**config.mk**
```make
export PLATFORM = sky130hd
export DESIGN_NAME = printf_number_formatter_unit_flat
export DESIGN_NICKNAME = d
export VERILOG_FILES = /design/src/pnf_pkg.sv /design/src/pnf_channels.sv /design/src/pnf_datapath.sv /design/src/pnf_ctrl.sv /design/src/printf_number_formatter_unit.sv /design/src/flat_wrapper.sv
export VERILOG_INCLUDE_DIRS = /design/src /design/src/src
export SDC_FILE = /design/constraint.sdc
export NUM_CORES = 2
export LEC_CHECK = 0
export BUFFER_PORTS_ARGS = -buffer_cell sky130_fd_sc_hd__buf_2
export CAP_MARGIN = 20
export CORE_UTILIZATION = 40
export CTS_BUF_LIST = sky130_fd_sc_hd__clkbuf_4 sky130_fd_sc_hd__clkbuf_8
export DETAILED_ROUTE_END_ITERATION = 7
export PLACE_DENSITY_LB_ADDON = 0.2
export SKIP_LAST_GASP = 1
export SYNTH_ARGS = -nofsm -noshare
export SYNTH_HDL_FRONTEND = slang
export SYNTH_HIERARCHICAL = 1
export SYNTH_SLANG_ARGS = --single-unit
```
**constraint.sdc**
```tcl
create_clock -name clk -period 7.1 [get_ports clk]
set_input_delay 0.71 -clock clk [delete_from_list [all_inputs] [get_ports clk]]
set_output_delay 0.71 -clock clk [all_outputs]
set_load 0.02 [all_outputs]
```
**src/printf_number_formatter_unit_macros.svh**
```systemverilog
// assertion macros for the printf number formatter
// used by the controller; no other dependencies
`ifndef PRINTF_NUMBER_FORMATTER_UNIT_MACROS_SVH
`define PRINTF_NUMBER_FORMATTER_UNIT_MACROS_SVH

// same-cycle implication, disabled during reset
`define PNF_ASSERT_NOW(label, clk, rst_n, ante, cons) \
    label: assert property (@(posedge clk) disable iff (!rst_n) (ante) |-> (cons)) \
        else $error("pnf check failed");

// next-cycle implication, disabled during reset
`define PNF_ASSERT_NEXT(label, clk, rst_n, ante, cons) \
    label: assert property (@(posedge clk) disable iff (!rst_n) (ante) |=> (cons)) \
        else $error("pnf check failed");

`endif

```
**src/pnf_pkg.sv**
```systemverilog
// shared types, codes and character helpers for the printf number formatter
// no dependencies
package pnf_pkg;

    localparam int CMD_W     = 3;
    localparam int VALUE_W   = 64;
    localparam int CHAR_W    = 8;
    localparam int BUF_DEPTH = 18;
    localparam int BUF_IDX_W = $clog2(BUF_DEPTH);

    // conversion kinds
    localparam logic [CMD_W-1:0] K_CHAR = 3'd0;
    localparam logic [CMD_W-1:0] K_SDEC = 3'd1;
    localparam logic [CMD_W-1:0] K_UDEC = 3'd2;
    localparam logic [CMD_W-1:0] K_HEXL = 3'd3;
    localparam logic [CMD_W-1:0] K_HEXU = 3'd4;
    localparam logic [CMD_W-1:0] K_PTR  = 3'd5;

    // datapath operations
    localparam logic [2:0] OP_NOP  = 3'd0;
    localparam logic [2:0] OP_LOAD = 3'd1;
    localparam logic [2:0] OP_MUL  = 3'd2;
    localparam logic [2:0] OP_DEC  = 3'd3;
    localparam logic [2:0] OP_HEX  = 3'd4;
    localparam logic [2:0] OP_PRE  = 3'd5;
    localparam logic [2:0] OP_POP  = 3'd6;

    // ceil(2^35 / 10), exact quotient for any 32-bit dividend
    localparam logic [31:0] RECIP10 = 32'hCCCC_CCCD;
    localparam int          RECIP_SH = 35;

    typedef struct packed {
        logic [2:0] op;
        logic [2:0] pre_idx;
    } pnf_cmd_t;

    typedef struct packed {
        logic [CMD_W-1:0] kind;
        logic             neg;
        logic             vzero;
        logic             q_zero;
        logic             hex_done;
        logic             idx_zero;
    } pnf_stat_t;

    function automatic logic is_ptr(input logic [CMD_W-1:0] kind);
        return kind >= K_PTR;
    endfunction

    // number of characters ahead of the digits (or the whole text)
    function automatic logic [2:0] pre_len(input logic [CMD_W-1:0] kind,
                                           input logic neg, input logic vzero);
        logic [2:0] n;
        n = 3'd0;
        if (kind == K_CHAR)
            n = 3'd1;
        else if (kind == K_SDEC && neg)
            n = 3'd1;
        else if (is_ptr(kind))
            n = vzero ? 3'd5 : 3'd2;
        return n;
    endfunction

    function automatic logic [CHAR_W-1:0] hex_char(input logic [3:0] d, input logic upper);
        logic [CHAR_W-1:0] c;
        if (d < 4'd10)
            c = 8'h30 + {4'b0000, d};
        else if (upper)
            c = 8'h37 + {4'b0000, d};
        else
            c = 8'h57 + {4'b0000, d};
        return c;
    endfunction

    // prefix characters, pushed last-to-first
    function automatic logic [CHAR_W-1:0] pfx_char(input logic [CMD_W-1:0] kind,
                                                   input logic vzero,
                                                   input logic [2:0] idx,
                                                   input logic [CHAR_W-1:0] low_byte);
        logic [CHAR_W-1:0] c;
        c = 8'h2D;
        if (kind == K_CHAR)
            c = low_byte;
        else if (is_ptr(kind))
        begin
            if (vzero)
            begin
                case (idx)
                    3'd0:    c = 8'h29;
                    3'd1:    c = 8'h6C;
                    3'd2:    c = 8'h69;
                    3'd3:    c = 8'h6E;
                    default: c = 8'h28;
                endcase
            end
            else
            begin
                c = (idx == 3'd0) ? 8'h78 : 8'h30;
            end
        end
        return c;
    endfunction

endpackage

```
**src/pnf_channels.sv**
```systemverilog
// valid/ready channel interfaces for conversion requests and output characters
// depends on pnf_pkg
interface pnf_conv_if;
    logic                         valid;
    logic                         ready;
    logic [pnf_pkg::CMD_W-1:0]    command;
    logic [pnf_pkg::VALUE_W-1:0]  value;

    modport source (output valid, output command, output value, input ready);
    modport sink   (input valid, input command, input value, output ready);
endinterface

interface pnf_text_if;
    logic                         valid;
    logic                         ready;
    logic [pnf_pkg::CHAR_W-1:0]   out_char;
    logic                         last;

    modport source (output valid, output out_char, output last, input ready);
    modport sink   (input valid, input out_char, input last, output ready);
endinterface

```
**src/pnf_datapath.sv**
```systemverilog
// datapath: value register, divide-by-ten unit, hex digit slicer and character buffer
// depends on pnf_pkg
module pnf_datapath (
    input  logic                        clk,
    input  logic                        rst_n,
    input  pnf_pkg::pnf_cmd_t           cmd,
    input  logic [pnf_pkg::CMD_W-1:0]   command,
    input  logic [pnf_pkg::VALUE_W-1:0] value,
    output pnf_pkg::pnf_stat_t          stat,
    output logic [pnf_pkg::CHAR_W-1:0]  out_char,
    output logic                        last
);
    import pnf_pkg::*;

    localparam int Q_W = 64 - RECIP_SH;

    logic [CMD_W-1:0]     kind_reg;
    logic                 neg_reg;
    logic                 vzero_reg;
    logic [VALUE_W-1:0]   work_reg;
    logic [63:0]          prod_reg;
    logic [CHAR_W-1:0]    buf_reg [BUF_DEPTH];
    logic [BUF_IDX_W-1:0] len_reg;
    logic [BUF_IDX_W-1:0] idx_reg;

    logic [Q_W-1:0]       quot;
    logic [31:0]          quot10;
    logic [31:0]          rem32;
    logic [CHAR_W-1:0]    push_char;
    logic                 push;
    logic [31:0]          low32;
    logic [VALUE_W-1:0]   load_val;

    assign quot   = prod_reg[63:RECIP_SH];
    assign quot10 = {quot, 3'b000} + {2'b00, quot, 1'b0};
    assign rem32  = work_reg[31:0] - quot10;
    assign low32  = value[31:0];

    always_comb
    begin
        if (command == K_CHAR || is_ptr(command))
            load_val = value;
        else if (command == K_SDEC && low32[31])
            load_val = {32'd0, 32'd0 - low32};
        else
            load_val = {32'd0, low32};
    end

    always_comb
    begin
        push      = 1'b0;
        push_char = pfx_char(kind_reg, vzero_reg, cmd.pre_idx, work_reg[CHAR_W-1:0]);
        case (cmd.op)
            OP_DEC:
            begin
                push      = 1'b1;
                push_char = 8'h30 + {4'b0000, rem32[3:0]};
            end
            OP_HEX:
            begin
                push      = 1'b1;
                push_char = hex_char(work_reg[3:0], kind_reg == K_HEXU);
            end
            OP_PRE:
            begin
                push = 1'b1;
            end
            default:
            begin
                push = 1'b0;
            end
        endcase
    end

    // payload registers
    always_ff @(posedge clk)
    begin
        case (cmd.op)
            OP_LOAD:
            begin
                kind_reg  <= command;
                neg_reg   <= low32[31];
                vzero_reg <= (value == '0);
                work_reg  <= load_val;
            end
            OP_MUL:
            begin
                prod_reg <= 64'(work_reg[31:0]) * 64'(RECIP10);
            end
            OP_DEC:
            begin
                work_reg <= {{(VALUE_W-Q_W){1'b0}}, quot};
            end
            OP_HEX:
            begin
                work_reg <= {4'b0000, work_reg[VALUE_W-1:4]};
            end
            default:
            begin
                work_reg <= work_reg;
            end
        endcase
        if (push)
            buf_reg[len_reg] <= push_char;
    end

    // buffer fill and read pointers
    always_ff @(posedge clk or negedge rst_n)
    begin
        if (!rst_n)
        begin
            len_reg <= '0;
            idx_reg <= '0;
        end
        else if (cmd.op == OP_LOAD)
        begin
            len_reg <= '0;
            idx_reg <= '0;
        end
        else if (push)
        begin
            len_reg <= len_reg + 1'b1;
            idx_reg <= len_reg;
        end
        else if (cmd.op == OP_POP)
        begin
            idx_reg <= idx_reg - 1'b1;
        end
    end

    assign stat.kind     = kind_reg;
    assign stat.neg      = neg_reg;
    assign stat.vzero    = vzero_reg;
    assign stat.q_zero   = (quot == '0);
    assign stat.hex_done = (work_reg[VALUE_W-1:4] == '0);
    assign stat.idx_zero = (idx_reg == '0);

    assign out_char = buf_reg[idx_reg];
    assign last     = (idx_reg == '0);

endmodule

```
**src/pnf_ctrl.sv**
```systemverilog
// controller state machine: sequences load, digit generation, prefix and character output
// depends on pnf_pkg and printf_number_formatter_unit_macros.svh
`include "printf_number_formatter_unit_macros.svh"

module pnf_ctrl (
    input  logic               clk,
    input  logic               rst_n,
    input  logic               in_valid,
    output logic               in_ready,
    output logic               out_valid,
    input  logic               out_ready,
    input  pnf_pkg::pnf_stat_t stat,
    output pnf_pkg::pnf_cmd_t  cmd
);
    import pnf_pkg::*;

    localparam logic [2:0] S_IDLE  = 3'd0;
    localparam logic [2:0] S_START = 3'd1;
    localparam logic [2:0] S_MUL   = 3'd2;
    localparam logic [2:0] S_DEC   = 3'd3;
    localparam logic [2:0] S_HEX   = 3'd4;
    localparam logic [2:0] S_PRE   = 3'd5;
    localparam logic [2:0] S_EMIT  = 3'd6;

    logic [2:0] state_reg;
    logic [2:0] state_next;
    logic [2:0] cnt_reg;
    logic [2:0] cnt_next;
    logic [2:0] plen;

    assign plen      = pre_len(stat.kind, stat.neg, stat.vzero);
    assign in_ready  = (state_reg == S_IDLE);
    assign out_valid = (state_reg == S_EMIT);

    always_comb
    begin
        state_next  = state_reg;
        cnt_next    = cnt_reg;
        cmd.op      = OP_NOP;
        cmd.pre_idx = cnt_reg;
        case (state_reg)
            S_IDLE:
            begin
                if (in_valid)
                begin
                    cmd.op     = OP_LOAD;
                    state_next = S_START;
                end
            end
            S_START:
            begin
                cnt_next = 3'd0;
                if (stat.kind == K_CHAR || (is_ptr(stat.kind) && stat.vzero))
                    state_next = S_PRE;
                else if (stat.kind inside {K_SDEC, K_UDEC})
                    state_next = S_MUL;
                else
                    state_next = S_HEX;
            end
            S_MUL:
            begin
                cmd.op     = OP_MUL;
                state_next = S_DEC;
            end
            S_DEC:
            begin
                cmd.op = OP_DEC;
                if (!stat.q_zero)
                    state_next = S_MUL;
                else if (plen == 3'd0)
                    state_next = S_EMIT;
                else
                    state_next = S_PRE;
            end
            S_HEX:
            begin
                cmd.op = OP_HEX;
                if (!stat.hex_done)
                    state_next = S_HEX;
                else if (plen == 3'd0)
                    state_next = S_EMIT;
                else
                    state_next = S_PRE;
            end
            S_PRE:
            begin
                cmd.op = OP_PRE;
                if (cnt_reg == plen - 3'd1)
                    state_next = S_EMIT;
                else
                    cnt_next = cnt_reg + 3'd1;
            end
            S_EMIT:
            begin
                if (out_ready)
                begin
                    cmd.op = OP_POP;
                    if (stat.idx_zero)
                        state_next = S_IDLE;
                end
            end
            default:
            begin
                state_next = S_IDLE;
            end
        endcase
    end

    always_ff @(posedge clk or negedge rst_n)
    begin
        if (!rst_n)
        begin
            state_reg <= S_IDLE;
            cnt_reg   <= 3'd0;
        end
        else
        begin
            state_reg <= state_next;
            cnt_reg   <= cnt_next;
        end
    end

    `PNF_ASSERT_NEXT(a_accept_start, clk, rst_n, in_valid && in_ready, state_reg == S_START)
    `PNF_ASSERT_NEXT(a_last_idle, clk, rst_n, out_valid && out_ready && stat.idx_zero, state_reg == S_IDLE)
    `PNF_ASSERT_NOW(a_pre_bound, clk, rst_n, state_reg == S_PRE, cnt_reg < plen)
    `PNF_ASSERT_NOW(a_one_side, clk, rst_n, in_ready, !out_valid)

endmodule

```
**src/printf_number_formatter_unit.sv**
```systemverilog
// printf number formatter top level: one conversion request in, ASCII characters out
// depends on pnf_pkg, pnf_channels, pnf_datapath and pnf_ctrl
//
// conv takes one request (command, value) when valid and ready are high; ready is
// high only while the unit is idle, so one request is worked on at a time.
// text gives the characters of that request in order, one per accepted beat, with
// last high on the final one. a stall on text simply holds the current character.
// per request: accept, decode the kind, then any digit phase, then any prefix
// characters, then the output characters, one per beat while text is ready.
// each decimal digit takes a 32x32 reciprocal multiply, then the remainder; each
// hex digit is sliced from the value; digits go into an 18-entry character buffer
// that is read back in reverse. only the decimal kinds use the divide-by-ten unit.
// reset returns the controller to idle and empties the buffer.
module printf_number_formatter_unit (
    input  logic  clk,
    input  logic  rst_n,
    pnf_conv_if.sink   conv,
    pnf_text_if.source text
);
    import pnf_pkg::*;

    pnf_cmd_t  cmd;
    pnf_stat_t stat;

    pnf_ctrl u_ctrl (
        .clk       (clk),
        .rst_n     (rst_n),
        .in_valid  (conv.valid),
        .in_ready  (conv.ready),
        .out_valid (text.valid),
        .out_ready (text.ready),
        .stat      (stat),
        .cmd       (cmd)
    );

    pnf_datapath u_datapath (
        .clk      (clk),
        .rst_n    (rst_n),
        .cmd      (cmd),
        .command  (conv.command),
        .value    (conv.value),
        .stat     (stat),
        .out_char (text.out_char),
        .last     (text.last)
    );

endmodule

```
**src/flat_wrapper.sv**
```systemverilog
// flat-port wrapper written by rule: the top's interface ports become plain ports
module printf_number_formatter_unit_flat import pnf_pkg::*;
  (clk, rst_n, conv_valid, conv_command, conv_value, conv_ready, text_valid, text_out_char, text_last, text_ready);
  pnf_conv_if conv_i ();
  pnf_text_if text_i ();
  input  logic clk;
  input  logic rst_n;
  input wire logic [$bits(conv_i.valid)-1:0] conv_valid;
  input wire logic [$bits(conv_i.command)-1:0] conv_command;
  input wire logic [$bits(conv_i.value)-1:0] conv_value;
  output wire logic [$bits(conv_i.ready)-1:0] conv_ready;
  output wire logic [$bits(text_i.valid)-1:0] text_valid;
  output wire logic [$bits(text_i.out_char)-1:0] text_out_char;
  output wire logic [$bits(text_i.last)-1:0] text_last;
  input wire logic [$bits(text_i.ready)-1:0] text_ready;
  assign conv_i.valid = conv_valid;
  assign conv_i.command = conv_command;
  assign conv_i.value = conv_value;
  assign conv_ready = conv_i.ready;
  assign text_valid = text_i.valid;
  assign text_out_char = text_i.out_char;
  assign text_last = text_i.last;
  assign text_i.ready = text_ready;
  printf_number_formatter_unit u_core (.clk(clk), .rst_n(rst_n), .conv(conv_i), .text(text_i));
endmodule
```
# ---- Yosys cells after proc, flatten, opt, wreduce, memory -nomap -nowiden
# Memories as Yosys holds them, arrays and structs flattened.
# Index checks and enable logic that the tools add are counted.
dict set report word_totals {
  register_bits 149
  latch_bits 0
  ramBits 144
  rom_bits 0
  inputBits 71
  output_inout_bits 11
  wordCells 110
  n_memories 1
}
dict set report classes {
  addsub 11
  mul 1
  n_div 0
  n_lt_le_gt_ge 3
  eq_ne 25
  shifts 0
  n_mux 38
  n_bitwise 0
  n_reduce_logical 22
}
# name words word_bits rd rd_clocked_by_memory_dff write_ports line
set memory_table {}
lappend memory_table {u_core.u_datapath.buf_reg 18 8 1 0 1 pnf_datapath.sv:22} ;# logic [CHAR_W-1:0] buf_reg [BUF_DEPTH];
# operator n
set ops {}
lappend ops {{$pmux W64 S3} 1}
lappend ops {{$logic_not A64 Y1} 1}
lappend ops {{$mul A32 B32 Y64 const B} 1}
lappend ops {{$mux W64} 1}
lappend ops {{$logic_not A60 Y1} 1}
lappend ops {{$mux W3} 14}
lappend ops {{$mux W8} 5}
lappend ops {{$mux W32} 1}
lappend ops {{$sub A1 B32 Y32 const A} 1}
lappend ops {{$logic_not A29 Y1} 1}
lappend ops {{$pmux W7 S4} 1}
lappend ops {{$mux W5} 5}
lappend ops {{$add A6 B4 Y7 const A} 3}
lappend ops {{$eq A3 B2 Y1 const B} 7}
lappend ops {{$eq A3 B3 Y1 const B} 7}
lappend ops {{$pmux W3 S7} 1}
lappend ops {{$pmux W3 S6} 1}
lappend ops {{$pmux W8 S2} 1}
lappend ops {{$eq A3 B1 Y1 const B} 5}
lappend ops {{$logic_not A3 Y1} 5}
lappend ops {{$add A7 B4 Y8 const A} 1}
lappend ops {{$mux W7} 1}
lappend ops {{$ge A3 B3 Y1 const B} 2}
lappend ops {{$ne A2 B2 Y1 const B} 3}
lappend ops {{20 further kinds} 30}

# ---- Depth between registers and ports, before layout
dict set report depth {
  word_depth 8
  depth_mapped 27
  mapped_depth_nobuf 25
}

# ---- Hierarchy
# Netlist, hierarchy kept.
# mod instances cells_each area_each_um2 seq_area_each_um2
set by_module_without_submodules {}
lappend by_module_without_submodules {pnf_datapath 1 2450 28168.3 7517.2}
lappend by_module_without_submodules {pnf_ctrl 1 73 596.8 150.1}

# ---- Worst setup path after synthesis
# OpenSTA, ideal clock, no wires.
dict set report synth_path {
  path_kind {register -> register}
  from {reg u_core.u_datapath.work_reg[19]}
  to {reg u_core.u_datapath.prod_reg[60], data pin}
  setup_ns 0.170
  arrival_ns 6.593
  required_ns 6.930
  setup_slack_ns 0.338
  path_stages_with_launch 25
  n_path_buf 0
  synth_period_minus_slack_ns 6.762
  path_cell_list {edfxtp_1 ha_1 inv_1 fa_1 inv_1 fa_1 inv_1 fa_1 inv_1 fa_1 fa_1 fa_1 inv_1 fa_1 inv_1 ha_1 nand4_2 nor3_2 and2_1 nor3b_4 nor3_4 o31ai_4 o21ai_2 o2111a_1 a311oi_2}
}
dict set report synth_via {
  elab_chain_len 1
}
# element line
set synth_lines {}
lappend synth_lines {{from (decl)} pnf_datapath.sv:20} ;# logic [VALUE_W-1:0] work_reg;
lappend synth_lines {{from (signal assigned)} pnf_datapath.sv:84} ;# work_reg <= load_val;
lappend synth_lines {{from (signal assigned)} pnf_datapath.sv:92} ;# work_reg <= {{(VALUE_W-Q_W){1'b0}}, quot};
lappend synth_lines {{from (signal assigned)} pnf_datapath.sv:96} ;# work_reg <= {4'b0000, work_reg[VALUE_W-1:4]};
lappend synth_lines {{$mul A32 B32 Y64} pnf_datapath.sv:88} ;# prod_reg <= 64'(work_reg[31:0]) * 64'(RECIP10);
lappend synth_lines {{to (signal assigned)} pnf_datapath.sv:88}
lappend synth_lines {{to (decl)} pnf_datapath.sv:21} ;# logic [63:0] prod_reg;
# Every way passes these cells.
# A chain may end at the register's enable or synchronous reset.

# ---- Worst setup path after layout
dict set report layout_path {
  from {reg u_core.u_datapath.work_reg[1]}
  to {reg u_core.u_datapath.prod_reg[60], data pin}
}
# The elaborated chain is that of the path after synthesis.

==> results.md <==
* Synth area leader: fa_1
* Critical path capture point: u_core/u_datapath/prod_reg[60]$_DFFE_PN_
* Number of synthesized flops with an enable pin at 242
* Row Count at 97
* Die H at 270 microns
* Fillers at 6,564
* Initial antenna violation count at 1
* Top post-synthesis cells by area: fa_1, edfxtp_1, ha_1
* Hold-fix buffers, CTS at 0
* Fin crit share at 99.5%
* Setup CP Type: flop to flop
* Synth-to-layout area growth at 17.7%
* Clock transition at path regs at 0.07 ns
* CP endpoint kind: flop
* Skew final at 0.0246 ns
* Remaining antenna violation count at 0
* Hpwl dp at 75.1 mm
* DRC Markers at 0
* Syn Nets at 3,359
* RR Endpoint: u_core/u_datapath/prod_reg[60]$_DFFE_PN_
* Path depth of the worst reg2reg path at 24
* Final hold vios at 0
* Syn Std Cell Area at 28,800 sq um
* WL/cell at 23.0 microns
* Final min period at 7.07 ns
* Core footprint at 70,600 sq um
* Top_reg_cell synth: edfxtp_1
* Syn Inst Count at 2,523
* Cell variety after synth at 84
* Final Slew Violations at 0
* Post-synth top cells: inv_1, fa_1, ha_1
* First DRT Iteration DRCs at 1,493
* Full die area at 73,000 sq um
* Vias after detailed routing at 20,200
* Syn_area_per_cell at 11.4 sq um
* Area of the multi-input gates at 19,300 sq um
* CTS tree: built
* CP startpoint kind: flop
* IO Pins at 82
* Total track usage at 24.6%
* CP max FO at 7
* First-pass GRT wire length at 134 mm
* Highest clock rate at 142 MHz
* Register bit count reported by yosys at 258
* RSZ-0062 raised after global routing: true
* R2r setup slk at 0.03 ns
* Design area at 33,900 sq um
* Final setup violation count at 0
* H-Tree Level Count at 2
* Placed Instance Area at 32,100 sq um
* Synth warn at 6
* Worst EP required at 7.51 ns
* Starting density of the core at 40.7%
* Worst R2R Start: u_core/u_datapath/work_reg[1]$_DFFE_PP_
* Placer Congestion at 0.971
* Total grt overflow at 0
* Worst slew margin at 36.9%
* Vias in the first global route at 21,700
* Register area at 7670 sq um
* Die X at 270 microns
* Layout cells sized above 1 at 21.2%
* Fin util at 47.9%
* Yosys top cell area share at 26.9%
* Clock Tree Buf Depth at 3
* Vias per inst at 5.23
* Final layout net count at 3,718
* 1st-pass router iterations at 5
* Cts bufs inserted at 45
* Clock Latency Late Sink at 0.59 ns
* Worst-margin pin slew at 0.938 ns
* Maxcap violations at 0
* Largest net degree at the start of global routing at 65
* Max reg flops at 144
* Drt total wl at 88.7 mm
* Asr flop ratio synth at 6.20%
* Hold WC Path Type: primary input to async pin
* IO Port Bufs at 81
* Worst Path Arrival at 7.48 ns
* Clk sink count at 258
* Crit path launch: u_core/u_datapath/work_reg[1]$_DFFE_PP_
* Status: finished clean
* Most common cell in the synthesized netlist: inv_1
* Seq/Total Area, Yosys at 26.7%
* Root buffer cell: clkbuf_8
[final cells by class]
type | instances | share of cell area [%]
repair buffers | 371 | 7.82
well taps | 940 | 3.47
clock inverters | 28 | 0.680
clock buffers | 55 | 2.05
multi-input cells | 1629 | 56.9
diodes | 1 | 0.00739
inverters | 577 | 6.41
flip-flops and latches | 258 | 22.7
[how the worst min path moves through the flow]
stage                     slack, ns                                        to                                      from
after global placement         0.55  u_core/u_datapath/work_reg[49]$_DFFE_PP_  u_core/u_datapath/work_reg[53]$_DFFE_PP_
final                          0.02  u_core/u_datapath/idx_reg[1]$_DFFE_PN0P_                                     rst_n
after global routing           0.02  u_core/u_datapath/len_reg[1]$_DFFE_PN0P_                                     rst_n
after floorplan                0.41      u_core/u_ctrl/cnt_reg[0]$_DFFE_PN0P_                                     rst_n
after detailed placement       0.56  u_core/u_datapath/work_reg[49]$_DFFE_PP_  u_core/u_datapath/work_reg[53]$_DFFE_PP_
after CTS                     0.005  u_core/u_datapath/len_reg[1]$_DFFE_PN0P_                                     rst_n
[routing by layer]
layer	vias up	GRT usage [%]	share of wire, %
met5	-	0	0
met2	579	41.7	49
met3	106	2.48	4.7
met4	0	6.65	2.9
met1	10300	33.3	43
li1	9154	-	-
[placed cells by master (no fill, tap or decap), types with 7 or more instances in the layout]
cell,n
a21o_1,34
a21oi_1,84
a22o_1,32
a22oi_1,25
a31oi_1,7
and2_1,12
and3_1,8
buf_2,81
buf_4,276
buf_6,12
clkbuf_4,10
clkbuf_8,45
clkinv_1,8
clkinv_2,12
dfrtp_1,14
edfxtp_1,242
fa_1,377
fa_2,10
ha_1,347
ha_4,25
inv_1,554
inv_2,22
mux2i_1,13
mux4_2,40
nand2_1,78
nand2b_1,16
nand3_1,16
nand4_1,18
nor2_1,81
nor2b_1,12
nor3_1,16
nor4_1,25
o211ai_1,8
o21ai_0,68
o21ai_1,13
o22ai_1,8
o31ai_1,8
or3_1,7
xnor2_1,47
xor2_1,68
[worst max-delay path: stages, from the launching register on]
cell      delay [ns]
edfxtp_1        0.41
buf_4           0.16
buf_4           0.16
ha_1            0.28
xnor2_4         0.21
xor2_1          0.23
fa_2            0.53
fa_2            0.53
fa_1            0.62
fa_2            0.45
fa_1            0.51
inv_2           0.04
fa_1            0.53
inv_2           0.05
ha_4            0.28
nand4_4         0.15
nor3_4          0.18
and2_4          0.17
nor3b_4         0.21
nor3_4          0.08
buf_12          0.15
o31ai_4         0.33
o21ai_4         0.16
o2111a_1        0.27
a311oi_2        0.18
[timing repair]
| item | 4_1_cts | 5_1_grt |
|---|---|---|
| pin swaps | 10 | 58 |
| endpoints found under the setup margin | 21 | 21 |
| setup buffers | 4 | 26 |
| resized for setup | 21 | 104 |
[logic make-up after synthesis]
| family | Yosys count | share of synthesized area [%] |
|---|---|---|
| buffers and inverters | 636 | 8.36 |
| adders and majority gates | 765 | 43.4 |
| muxes | 56 | 3.70 |
| AOI/OAI and AO/OA | 352 | 8.17 |
| DFF | 258 | 26.7 |
| and+or+nand+nor | 337 | 6.09 |
| xor gates and xnor gates | 119 | 3.65 |
[metrics by stage]
stage,std cells,hold slack [ns],TNS (ns),setup WS (ns)
after global routing,3859,0.0234,-1.26,-0.170
after CTS,3829,0.00453,-0.0315,-0.0216
final,3859,0.0245,0,0.0340
after floorplan,2523,0.414,0,0.338
after global placement,3741,0.552,-2.53,-0.228
after detailed placement,3742,0.557,-3.40,-0.257
Power is not shown: default switching activity piles up to over one toggle a cycle in this logic, so the estimate is an artifact.
